$ cat config.mk
export PLATFORM = sky130hd
export DESIGN_NAME = one_shot_timer_slot_table
export DESIGN_NICKNAME = d
export VERILOG_FILES = /design/src/rtl/ostst_pkg.sv /design/src/rtl/ostst_cell.sv /design/src/rtl/one_shot_timer_slot_table.sv
export VERILOG_INCLUDE_DIRS = /design/src /design/src/rtl
export SDC_FILE = /design/constraint.sdc
export NUM_CORES = 1
export LEC_CHECK = 0
export CAP_MARGIN = 20
export CORE_MARGIN = 10
export CORE_UTILIZATION = 45
export CTS_CLUSTER_DIAMETER = 50
export CTS_CLUSTER_SIZE = 10
export DETAILED_ROUTE_END_ITERATION = 7
export DONT_BUFFER_PORTS = 1
export GPL_TIMING_DRIVEN = 0
export HOLD_SLACK_MARGIN = 0.08
export PLACE_DENSITY = 0.59
export SYNTH_ARGS = -nofsm -noshare
export SYNTH_HDL_FRONTEND = slang
export SYNTH_SLANG_ARGS = --single-unit
$ cat constraint.sdc
create_clock -name clk -period 33.4 [get_ports clk]
set_clock_uncertainty 0.1 [all_clocks]
set_input_delay 1.67 -clock clk [delete_from_list [all_inputs] [get_ports clk]]
set_output_delay 1.67 -clock clk [all_outputs]
set_load 0.01 [all_outputs]
$ cat src/rtl/one_shot_timer_slot_table_macros.svh
// ----------------------------------------------------------------------------
// Assertion macros for the one-shot timer slot table
// Clocked assertions with asynchronous reset disable.
// ----------------------------------------------------------------------------
`ifndef ONE_SHOT_TIMER_SLOT_TABLE_MACROS_SVH
`define ONE_SHOT_TIMER_SLOT_TABLE_MACROS_SVH

`ifndef NO_ASSERTIONS

`define OSTST_ASSERT_IMP(label, clk, rst_n, ante, cons, msg) \
	label: assert property (@(posedge clk) disable iff (!rst_n) (ante) |-> (cons)) \
		else $error(msg);

`define OSTST_ASSERT_NXT(label, clk, rst_n, ante, cons, msg) \
	label: assert property (@(posedge clk) disable iff (!rst_n) (ante) |=> (cons)) \
		else $error(msg);

`else

`define OSTST_ASSERT_IMP(label, clk, rst_n, ante, cons, msg)

`define OSTST_ASSERT_NXT(label, clk, rst_n, ante, cons, msg)

`endif

`endif

$ cat src/rtl/ostst_pkg.sv
// ----------------------------------------------------------------------------
// ostst_pkg
// Shared types and codes of the one-shot timer slot table.
// ----------------------------------------------------------------------------
`default_nettype none

package ostst_pkg;

	localparam int MS_W        = 32;
	localparam int TASK_PORT_W = 8;
	localparam int SLOT_PORT_W = 5;

	typedef logic [MS_W-1:0] ms_t;

	localparam logic ACT_SCHED  = 1'b0;
	localparam logic ACT_RUN    = 1'b1;
	localparam logic KIND_SCHED = 1'b0;
	localparam logic KIND_RUN   = 1'b1;

endpackage

`default_nettype wire

$ cat src/rtl/ostst_cell.sv
// ----------------------------------------------------------------------------
// ostst_cell
// One timer slot of the ring: valid bit, task tag and deadline, loaded from
// the neighbor cell on every shift.
// ----------------------------------------------------------------------------
`default_nettype none

module ostst_cell
	import ostst_pkg::*;
#(
	parameter int TW = 8
) (
	input  wire logic          clk,
	input  wire logic          arst_n,
	input  wire logic          shift,
	input  wire logic          nbr_valid,
	input  wire logic [TW-1:0] nbr_tag,
	input  wire ms_t           nbr_deadline,
	output logic               valid,
	output logic [TW-1:0]      tag,
	output ms_t                deadline
);

	logic          valid_q;
	logic [TW-1:0] tag_q;
	ms_t           deadline_q;

	always_ff @(posedge clk or negedge arst_n) begin
		if (!arst_n) begin
			valid_q <= 1'b0;
		end else if (shift) begin
			valid_q <= nbr_valid;
		end
	end

	always_ff @(posedge clk) begin
		if (shift) begin
			tag_q      <= nbr_tag;
			deadline_q <= nbr_deadline;
		end
	end

	assign valid    = valid_q;
	assign tag      = tag_q;
	assign deadline = deadline_q;

endmodule

`default_nettype wire

$ cat src/rtl/one_shot_timer_slot_table.sv
// ----------------------------------------------------------------------------
// one_shot_timer_slot_table
// One-shot timer slots held in a ring of cells. Schedule stores a task in the
// lowest free slot; run fires and frees every expired slot in slot order.
// ----------------------------------------------------------------------------
//  channel   handshake         payload
//  command   start / busy      action, now_ms, delay_ms, task_id
//  result    strobe (1 cycle)  kind, accepted, slot_index, deadline_ms,
//                              fired, fired_task, fire_time_ms, last
//
//  Every command keeps busy high while the ring rotates one slot past the head
//  cell per cycle, then while a done state closes the beat.
//  Results are registered: each comes in the cycle after it is decided, at most one per cycle.
//  Reset clears all valid bits at once; the table is ready right after it.
//  Results cannot be held off; strobe marks each one for a single cycle.
// ----------------------------------------------------------------------------
`default_nettype none

`include "one_shot_timer_slot_table_macros.svh"

module one_shot_timer_slot_table
	import ostst_pkg::*;
#(
	parameter int SLOT_COUNT   = 20,
	parameter int TASK_ID_BITS = 8
) (
	input  wire logic                   clk,
	input  wire logic                   arst_n,
	input  wire logic                   start,
	output logic                        busy,
	input  wire logic                   action,
	input  wire ms_t                    now_ms,
	input  wire ms_t                    delay_ms,
	input  wire logic [TASK_PORT_W-1:0] task_id,
	output logic                        strobe,
	output logic                        kind,
	output logic                        accepted,
	output logic [SLOT_PORT_W-1:0]      slot_index,
	output ms_t                         deadline_ms,
	output logic                        fired,
	output logic [TASK_PORT_W-1:0]      fired_task,
	output ms_t                         fire_time_ms,
	output logic                        last
);

	localparam int IW = (SLOT_COUNT > 1) ? $clog2(SLOT_COUNT) : 1;
	localparam int TW = (TASK_ID_BITS < TASK_PORT_W) ? TASK_ID_BITS : TASK_PORT_W;
	localparam logic [IW-1:0] LAST_STEP = IW'(SLOT_COUNT - 1);

	localparam logic [1:0] ST_IDLE = 2'd0;
	localparam logic [1:0] ST_SCAN = 2'd1;
	localparam logic [1:0] ST_DONE = 2'd2;

	logic [1:0]    state_q;
	logic [IW-1:0] step_q;
	logic          found_q;
	logic          pend_q;
	logic          op_q;
	ms_t           now_q;
	ms_t           deadline_q;
	logic [TW-1:0] task_q;
	logic [IW-1:0] slot_q;
	logic [IW-1:0] pend_slot_q;
	logic [TW-1:0] pend_task_q;

	logic          cv [SLOT_COUNT];
	logic [TW-1:0] ct [SLOT_COUNT];
	ms_t           cd [SLOT_COUNT];

	logic          shift;
	logic          fb_valid;
	logic [TW-1:0] fb_tag;
	ms_t           fb_deadline;
	logic          take;
	logic          fire;
	logic          accept;

	assign accept = start && (state_q == ST_IDLE);
	assign busy   = (state_q != ST_IDLE);
	assign shift  = (state_q == ST_SCAN);

	// ring: cell i loads from cell i+1, the tail loads the updated head
	for (genvar i = 0; i < SLOT_COUNT; i++) begin : g_cell
		if (i == SLOT_COUNT - 1) begin : g_tail
			ostst_cell #(.TW(TW)) u_cell (
				.clk          (clk),
				.arst_n       (arst_n),
				.shift        (shift),
				.nbr_valid    (fb_valid),
				.nbr_tag      (fb_tag),
				.nbr_deadline (fb_deadline),
				.valid        (cv[i]),
				.tag          (ct[i]),
				.deadline     (cd[i])
			);
		end else begin : g_body
			ostst_cell #(.TW(TW)) u_cell (
				.clk          (clk),
				.arst_n       (arst_n),
				.shift        (shift),
				.nbr_valid    (cv[i+1]),
				.nbr_tag      (ct[i+1]),
				.nbr_deadline (cd[i+1]),
				.valid        (cv[i]),
				.tag          (ct[i]),
				.deadline     (cd[i])
			);
		end
	end

	always_comb begin
		fb_valid    = cv[0];
		fb_tag      = ct[0];
		fb_deadline = cd[0];
		take        = 1'b0;
		fire        = 1'b0;
		if (state_q == ST_SCAN) begin
			if (op_q == ACT_SCHED) begin
				if (!found_q && !cv[0]) begin
					take        = 1'b1;
					fb_valid    = 1'b1;
					fb_tag      = task_q;
					fb_deadline = deadline_q;
				end
			end else if (cv[0] && (now_q >= cd[0])) begin
				fire     = 1'b1;
				fb_valid = 1'b0;
			end
		end
	end

	always_ff @(posedge clk or negedge arst_n) begin
		if (!arst_n) begin
			state_q <= ST_IDLE;
			step_q  <= '0;
			found_q <= 1'b0;
			pend_q  <= 1'b0;
		end else begin
			unique case (state_q)
				ST_IDLE: begin
					if (accept) begin
						state_q <= ST_SCAN;
						step_q  <= '0;
						found_q <= 1'b0;
						pend_q  <= 1'b0;
					end
				end
				ST_SCAN: begin
					step_q <= step_q + 1'b1;
					if (take) begin
						found_q <= 1'b1;
					end
					if (fire) begin
						pend_q <= 1'b1;
					end
					if (step_q == LAST_STEP) begin
						state_q <= ST_DONE;
					end
				end
				ST_DONE: begin
					state_q <= ST_IDLE;
				end
				default: begin
					state_q <= ST_IDLE;
				end
			endcase
		end
	end

	always_ff @(posedge clk) begin
		if (accept) begin
			op_q       <= action;
			now_q      <= now_ms;
			deadline_q <= now_ms + delay_ms;
			task_q     <= task_id[TW-1:0];
		end
		if (take) begin
			slot_q <= step_q;
		end
		if (fire) begin
			pend_slot_q <= step_q;
			pend_task_q <= ct[0];
		end
	end

	// result select; a fire flushes the previous pending fire as not last
	logic [IW+SLOT_PORT_W-1:0] slot_ext_found;
	logic [IW+SLOT_PORT_W-1:0] slot_ext_pend;
	logic [TW+TASK_PORT_W-1:0] task_ext_pend;

	assign slot_ext_found = {{SLOT_PORT_W{1'b0}}, slot_q};
	assign slot_ext_pend  = {{SLOT_PORT_W{1'b0}}, pend_slot_q};
	assign task_ext_pend  = {{TASK_PORT_W{1'b0}}, pend_task_q};

	logic                   emit;
	logic                   e_kind;
	logic                   e_accepted;
	logic [SLOT_PORT_W-1:0] e_slot;
	ms_t                    e_deadline;
	logic                   e_fired;
	logic [TASK_PORT_W-1:0] e_task;
	ms_t                    e_ftime;
	logic                   e_last;

	always_comb begin
		emit       = 1'b0;
		e_kind     = KIND_RUN;
		e_accepted = 1'b0;
		e_slot     = '0;
		e_deadline = '0;
		e_fired    = 1'b0;
		e_task     = '0;
		e_ftime    = '0;
		e_last     = 1'b1;
		if (state_q == ST_SCAN) begin
			if (fire && pend_q) begin
				emit    = 1'b1;
				e_slot  = slot_ext_pend[SLOT_PORT_W-1:0];
				e_fired = 1'b1;
				e_task  = task_ext_pend[TASK_PORT_W-1:0];
				e_ftime = now_q;
				e_last  = 1'b0;
			end
		end else if (state_q == ST_DONE) begin
			emit = 1'b1;
			if (op_q == ACT_SCHED) begin
				e_kind     = KIND_SCHED;
				e_accepted = found_q;
				e_slot     = found_q ? slot_ext_found[SLOT_PORT_W-1:0] : '0;
				e_deadline = deadline_q;
			end else if (pend_q) begin
				e_slot  = slot_ext_pend[SLOT_PORT_W-1:0];
				e_fired = 1'b1;
				e_task  = task_ext_pend[TASK_PORT_W-1:0];
				e_ftime = now_q;
			end
		end
	end

	logic strobe_q;

	always_ff @(posedge clk or negedge arst_n) begin
		if (!arst_n) begin
			strobe_q <= 1'b0;
		end else begin
			strobe_q <= emit;
		end
	end

	always_ff @(posedge clk) begin
		if (emit) begin
			kind         <= e_kind;
			accepted     <= e_accepted;
			slot_index   <= e_slot;
			deadline_ms  <= e_deadline;
			fired        <= e_fired;
			fired_task   <= e_task;
			fire_time_ms <= e_ftime;
			last         <= e_last;
		end
	end

	assign strobe = strobe_q;

	`OSTST_ASSERT_NXT(a_accept_scans, clk, arst_n, accept, state_q == ST_SCAN,
		"accepted command did not start a scan")
	`OSTST_ASSERT_IMP(a_strobe_from_work, clk, arst_n, strobe, $past(state_q) != ST_IDLE,
		"result strobe without a command in progress")
	`OSTST_ASSERT_IMP(a_sched_single, clk, arst_n, strobe && (kind == KIND_SCHED), last && !fired,
		"schedule answer must be a single last beat")
	`OSTST_ASSERT_IMP(a_found_sched_only, clk, arst_n, found_q && busy, op_q != ACT_RUN,
		"slot taken during a run command")
	`OSTST_ASSERT_IMP(a_done_after_full_turn, clk, arst_n, state_q == ST_DONE,
		$past(step_q) == LAST_STEP, "scan ended before a full ring turn")

endmodule

`default_nettype wire

Word level (Yosys, flattened, before mapping):

Index checks and enable logic that the tools add are counted.

* add/subtract/negate cells: 2
* $lt $le $gt $ge: 1
* equal/unequal tests: 7
* muxes and demuxes: 48
* bitwise operators: 1
* reductions and logical operators: 15

Operator list (count)
* 32-bit two-way mux: 7
* 8-bit two-way mux: 7
* 5-bit two-way mux: 7
* 32-bit adder: 1
* 32-bit >= comparator: 1
* 1-bit two-way mux: 21
* 5-bit one-hot mux with 2 select lines: 1
* 2-bit inequality test, second input constant: 4
* 3-bit AND reduction: 2
* 5-bit by 1-bit adder with 5-bit output, second input constant: 1
* 5-bit == test, second input constant: 1
* 1-bit logical AND: 4
* 2-bit two-way mux: 2
* 1-bit one-hot mux with 2 select lines: 2
* 2-bit one-hot mux with 2 select lines: 1
* 2-bit AND reduction: 2
* 2-bit nonzero test: 2
* 3-bit OR reduction: 1
* 2-bit by 1-bit == test with 1-bit output, second input constant: 1
* 2-bit == test, second input constant: 1
* 1-bit zero test: 2
* 2-bit zero test: 1
* 2-bit OR reduction: 1
* 1-bit NOT: 1

* flip-flop bits (word level): 1002
* input port bits: 76
* output and inout port bits: 83
* logic and storage cells: 154

Longest topological paths before layout:

* depth after elaboration: 8
* mapped depth: 11
* depth with buffers taken out: 10

Modules after synthesis:

Synthesis repeated with hierarchy kept, for this count alone.

* cells, all modules: 1627
* area total of the unflattened synthesis: 34102.7 µm²

By module, submodules not included
* ostst_cell: instances 20, cells an instance 42, area each 1241.2 µm², sequential area each 1226.2 µm²
* one_shot_timer_slot_table: instances 1, cells an instance 787, area each 9278.9 µm², sequential area each 5415.2 µm²

Worst setup path after synthesis:

Ideal clock, no wire load.

* path kind: register to register
* from: register state_q[1]
* to: register g_cell[0].g_body.u_cell.deadline_q[0], enable pin
* setup time: 1.480 ns
* arrival time: 22.510 ns
* data required time: 31.820 ns
* setup slack: 9.310 ns
* stages on the path, launching flop included: 5
* path buffers: 2
* period minus slack after synthesis: 24.090 ns
* cells stage by stage: dfrtp_1 nand2b_1 buf_2 inv_2 clkbuf_1

* cells in the longest elaborated chain, start to end: 1

Ends and longest elaborated chain
* start: declaration: line one_shot_timer_slot_table.sv:54 `logic [1:0] state_q;`
* start signal: assignment: line one_shot_timer_slot_table.sv:134 `state_q <= ST_IDLE;`
* start signal: assignment: line one_shot_timer_slot_table.sv:142 `state_q <= ST_SCAN;`
* start signal: assignment: line one_shot_timer_slot_table.sv:157 `state_q <= ST_DONE;`
* 2-bit by 1-bit == test with 1-bit output: line one_shot_timer_slot_table.sv:80 `assign shift = (state_q == ST_SCAN);`
* named net g_cell[0].g_body.u_cell.shift: line ostst_cell.sv:15 `input wire logic shift,`
* end signal: assignment: line ostst_cell.sv:39 `deadline_q <= nbr_deadline;`
* end: declaration: line ostst_cell.sv:26 `ms_t deadline_q;`

The timed path passes the listed nets, and every way through them passes these cells.
A chain may end at the register's enable or synchronous reset.

Worst setup path after layout:

* from: register now_q[30]
* to: register deadline_ms[21], enable pin

* cells in the longest elaborated chain, start to end: 8

Ends and longest elaborated chain
* start: declaration: line one_shot_timer_slot_table.sv:59 `ms_t now_q;`
* start signal: assignment: line one_shot_timer_slot_table.sv:173 `now_q <= now_ms;`
* 32-bit >= comparator: line one_shot_timer_slot_table.sv:125 `end else if (cv[0] && (now_q >= cd[0])) begin`
* 1-bit logical AND: line one_shot_timer_slot_table.sv:125
* 1-bit two-way mux: line one_shot_timer_slot_table.sv:125
* 1-bit two-way mux: line one_shot_timer_slot_table.sv:118 `if (op_q == ACT_SCHED) begin`
* 1-bit two-way mux: line one_shot_timer_slot_table.sv:117 `if (state_q == ST_SCAN) begin`
* named net fire: line one_shot_timer_slot_table.sv:75 `logic fire;`
* 1-bit logical AND: line one_shot_timer_slot_table.sv:216 `if (fire && pend_q) begin`
* 1-bit two-way mux: line one_shot_timer_slot_table.sv:216
* 1-bit two-way mux: line one_shot_timer_slot_table.sv:215 `if (state_q == ST_SCAN) begin`
* named net emit: line one_shot_timer_slot_table.sv:195 `logic emit;`
* end signal: assignment: line one_shot_timer_slot_table.sv:255 `deadline_ms <= e_deadline;`
* end: declaration: line one_shot_timer_slot_table.sv:39 `output ms_t deadline_ms,`

The timed path passes the listed nets, and every way through them passes these cells.

==> results summary <==
In the layout the commonest cells are 972 x edfxtp_1, 132 x nand2_1, 119 x clkbuf_16, 64 x ha_1, 55 x o21ai_0. The via count of the first global-routing pass is between 10000 and 15000. The fraction of the mapped netlist area in adder cells is between 2 and 2.5%. The overall die area came out at 86800 um^2. The actual slew at the worst max-slew pin is approximately 1.0 ns. The XOR/XNOR share of the synthesized area is less than 1%. The count of final hold-check violations is 0. The total track usage is 13.69%.

The highest cell delay on the worst timing path came out at about 0.63 ns. For the worst-skew pair, the clock arrives at the later sink with an insertion delay of ~0.67 ns. The detailed-route via count came out at 14281. The post-synth net total is 1770.

The max-cap check violation count came out at 0. The count of H-tree levels built during CTS is 3. Clock-pin slew was measured on the worst setup and hold paths at roughly 0.05 ns. The die span in x came out at 294.6 um. The design area is 38970 um^2. The first global-routing pass estimated roughly 90000 um of wire. The total leakage power is roughly 14 nW. After detailed routing, the number of remaining DRC violations is 0. STA classifies the critical path startpoint as a register.

The flow ran to the end, and the final reports show no timing, DRC or antenna violations. The count of input and output buffers is 0. The Yosys warning count came out at 0. The initial antenna violation count came out at 11. Across all register-to-register paths, the minimum setup slack is 28.99 ns. The library cell used most frequently in the layout, excluding fill and tap cells, is edfxtp_1. The portion of synthesized area spent on multiplexers is 0.2986%. For this run the aggregate overflow at the end of global routing stands at 0. The length in cells of the worst reg-to-reg path came out at 9.

After the last flow step, the layout net total stands at 1906. The post-layout minimum cycle time is 4.408 ns. The worst setup slack after layout came out at 28.99 ns. CTS placed an instance of clkbuf_16 at the clock tree root.

The capture point of the worst path is deadline_ms[21]$_SDFFCE_PP0P_. Dividing the detail-routed wire length by the instance count gives 21.36 um. The count of hold buffers inserted by post-cts repair came out at 0. The post-synth design cell area is 33940 um^2. The pre-CTS setup slack is 28.73 ns.

Setup violations remaining at the end of the flow were counted as 0. The share of flip-flops with an asynchronous set or reset after synthesis is 2.994%. The proportion of synthesized chip area in sequential cells is 88.22%.

For this design the ratio of total power to cell area is 102.1 nW/um^2. After synthesis, the largest family of logic cells by area is simple AND/OR/NAND/NOR gates. The aggregate negative setup slack came out at 0 ns. The most numerous cell on the critical path is nand2_1. At the end of routability-driven placement, the weighted congestion stood at 0.8459.

The total number of cells along the worst setup path is 9. The tree built by TritonCTS fans out to 1002 sinks. The floorplan has 100 rows. The pin count of the biggest net entering global routing came out at 77. The startpoint identified for the worst register-to-register timing path is now_q[30]$_DFFE_PP_.

The fill cell instance count of the final layout came out at approximately 5800. Of the total synthesized cell area, the portion taken by AND, OR, NAND and NOR gates is under 10%. The detailed-route wire length is ~59000 um. The effective utilization at floorplan came out at 45.51%. The number of buffers between clock root and the deepest sink is 3. IR analysis of the VDD net gives a maximum drop of 49.24 uV. The area overhead of the layout relative to synthesis came out at 14.82%. TritonCTS built the clock tree. Setup repair after global routing left no endpoint under its margin. The complex-gate fraction of the synthesized area is 3.067%. The capturing element type of the critical path is a register. The final worst-path cycle share is a little over an eighth. The number of optimization iterations in the first detailed-route pass is 7.

Data on the critical path arrives at its endpoint at 4.62 ns. STA puts the critical path data required time at approximately 34 ns. The max-slew violation count is 0. By startpoint and endpoint, the worst setup path is classified as reg -> reg.

The worst-case headroom to the max-slew limit is 30.10%. The endpoint identified for the worst register-to-register timing path is deadline_ms[21]$_SDFFCE_PP0P_. The top-level I/O count came out at 159. The via-per-instance ratio is 5.128. Walking the worst path, the cells encountered are ha_1, nand4_1, nor4_2, nand2_1, a31oi_1, a31o_2, nand2_1, nand2b_4, buf_16. The placed cell area is 35570 um^2. The detailed router's first-iteration violation count came out at between 1000 and 1500. The mean post-synth cell area came out at 20.83 um^2.

The synthesized design contains about 1000 register bits. The maximum fanout along the worst path is 47. The post-CTS setup buffer count came out at 0. The detailed placement HPWL came out at approximately 38000 um. The count of flip-flops with a built-in enable after synthesis came out at 972. The most used flip-flop cell after synthesis is edfxtp_1. The count of cells resized by post-cts repair is 0. In this run the remaining antenna-violating nets after routing total 0.

In this run the worst hold path is classified as reg -> reg. Together, buffers and inverters on the worst path number 1. The y dimension of the die is approximately 290 um. The number of buffers created by CTS came out at 117. The number of standard cells after synthesis is 1629. The cell family contributing the most delay on the critical path is simple AND/OR/NAND/NOR gates. Among all stages on the critical path, the largest delay is contributed by a31o_2. The timing startpoint of the critical path is now_q[30]$_DFFE_PP_. The fmax is 0.2269 GHz. In the final layout, the share of cells above drive strength 1 is 12.71%.

The area of the placeable core came out at 74570 um^2. After synthesis, the netlist uses 56 different library cells.
## final cells by class
class | count | area, um^2 | share of cell area (%)
flip-flops and latches | 1002 | 29940 | 76.83
well taps | 969 | 1212 | 3.111
plain buffers | 28 | 148.9 | 0.3821
clock buffers | 141 | 3080 | 7.905
diodes | 6 | 15.01 | 0.03853
repair buffers | 17 | 406.6 | 1.044
clock inverters | 23 | 295.3 | 0.7577
inverters | 48 | 182.7 | 0.4688
multi-input cells | 551 | 3689 | 9.465
## through the flow
step / instances / utilization (%) / total power, mW / hold WS [ns]
after floorplan: 1629 / - / 3.095 / 0.3003
after global placement: 2598 / 47.14 / 3.400 / 0.3013
after detailed placement: 2614 / 47.70 / 2.878 / 0.3045
after CTS: 2778 / 52.23 / 4.041 / 0.3024
after global routing: 2781 / 52.24 / 4.189 / 0.3096
final: 2785 / 52.26 / 3.980 / 0.3043
## worst min-delay path by stage
stage / from / endpoint / slack (ns) / cells after the start
2_1_floorplan: g_cell[1].g_body.u_cell.deadline[0]$_DFFE_PP_ / g_cell[0].g_body.u_cell.deadline[0]$_DFFE_PP_ / 0.30 / 0
3_3_place_gp: g_cell[1].g_body.u_cell.deadline[3]$_DFFE_PP_ / g_cell[0].g_body.u_cell.deadline[3]$_DFFE_PP_ / 0.30 / 0
3_5_place_dp: g_cell[1].g_body.u_cell.deadline[0]$_DFFE_PP_ / g_cell[0].g_body.u_cell.deadline[0]$_DFFE_PP_ / 0.30 / 0
4_1_cts: g_cell[9].g_body.u_cell.deadline[16]$_DFFE_PP_ / g_cell[8].g_body.u_cell.deadline[16]$_DFFE_PP_ / 0.30 / 0
5_1_grt: g_cell[19].g_tail.u_cell.deadline[12]$_DFFE_PP_ / g_cell[18].g_body.u_cell.deadline[12]$_DFFE_PP_ / 0.31 / 0
6_report: g_cell[7].g_body.u_cell.deadline[27]$_DFFE_PP_ / g_cell[6].g_body.u_cell.deadline[27]$_DFFE_PP_ / 0.30 / 0
## kinds of logic (layout without fill, tap and decap cells)
| kind of cell | after synthesis | in the layout |
|---|---|---|
| and+or+nand+nor | 282 | 282 |
| muxes | 9 | 9 |
| other | 0 | 6 |
| DFF | 1002 | 1002 |
| xor gates and xnor gates | 28 | 28 |
| adders and majority gates | 65 | 65 |
| buffers and inverters | 76 | 257 |
| AOI/OAI and AO/OA | 167 | 167 |
## power breakdown
group / internal [mW] / switching, mW
Combinational: 0.117 / 0.339
Clock: 0.673 / 0.460
Sequential: 2.22 / 0.170
Total: 3.01 / 0.968
## cells in the mapped netlist, drive strengths merged (2+ instances only)
cell type / number / area, um^2
a2111oi: 2 / 23.77
a211oi: 2 / 15.01
a21o: 14 / 105.1
a21oi: 44 / 220.2
a22o: 6 / 52.55
a31o: 2 / 17.52
a31oi: 10 / 62.56
and2: 74 / 560.5
buf: 8 / 70.06
clkbuf: 20 / 75.07
dfrtp: 30 / 750.7
edfxtp: 972 / 29190
ha: 64 / 800.8
inv: 48 / 180.2
mux2: 9 / 101.4
nand2: 132 / 495.5
nand2b: 5 / 38.78
nand3: 9 / 45.04
nand4: 9 / 56.30
nor2: 26 / 97.59
nor2b: 5 / 31.28
nor3: 11 / 55.05
nor4: 4 / 31.28
o2111ai: 2 / 17.52
o211ai: 4 / 30.03
o21a: 5 / 37.54
o21ai: 58 / 290.3
o21bai: 4 / 30.03
o31a: 2 / 17.52
o41ai: 3 / 33.79
or3: 3 / 18.77
xnor2: 16 / 140.1
xor2: 12 / 105.1
## sequential cells by signal (all words and copies together) (netlist names), 2 cells and up
signal	flops
g_cell.g_body.u_cell.deadline	608
g_cell.g_body.u_cell.tag	152
deadline_ms	32
deadline_q	32
fire_time_ms	32
g_cell.g_tail.u_cell.deadline	32
now_q	32
g_cell.g_body.u_cell.valid	19
fired_task	8
g_cell.g_tail.u_cell.tag	8
pend_task_q	8
task_q	8
pend_slot_q	5
slot_index	5
slot_q	5
step_q	5
state_q	2
## per-layer routing
| metal | GRT usage, % | share of wire, % | vias to the layer above |
|---|---|---|---|
| met4 | 5.812 | 2.9 | 8 |
| met5 | 0 | 0.10 | - |
| li1 | - | - | 6522 |
| met1 | 19.05 | 45 | 7275 |
| met3 | 4.341 | 7.2 | 116 |
| met2 | 19.68 | 45 | 360 |
(Power assumes the default switching activity.)
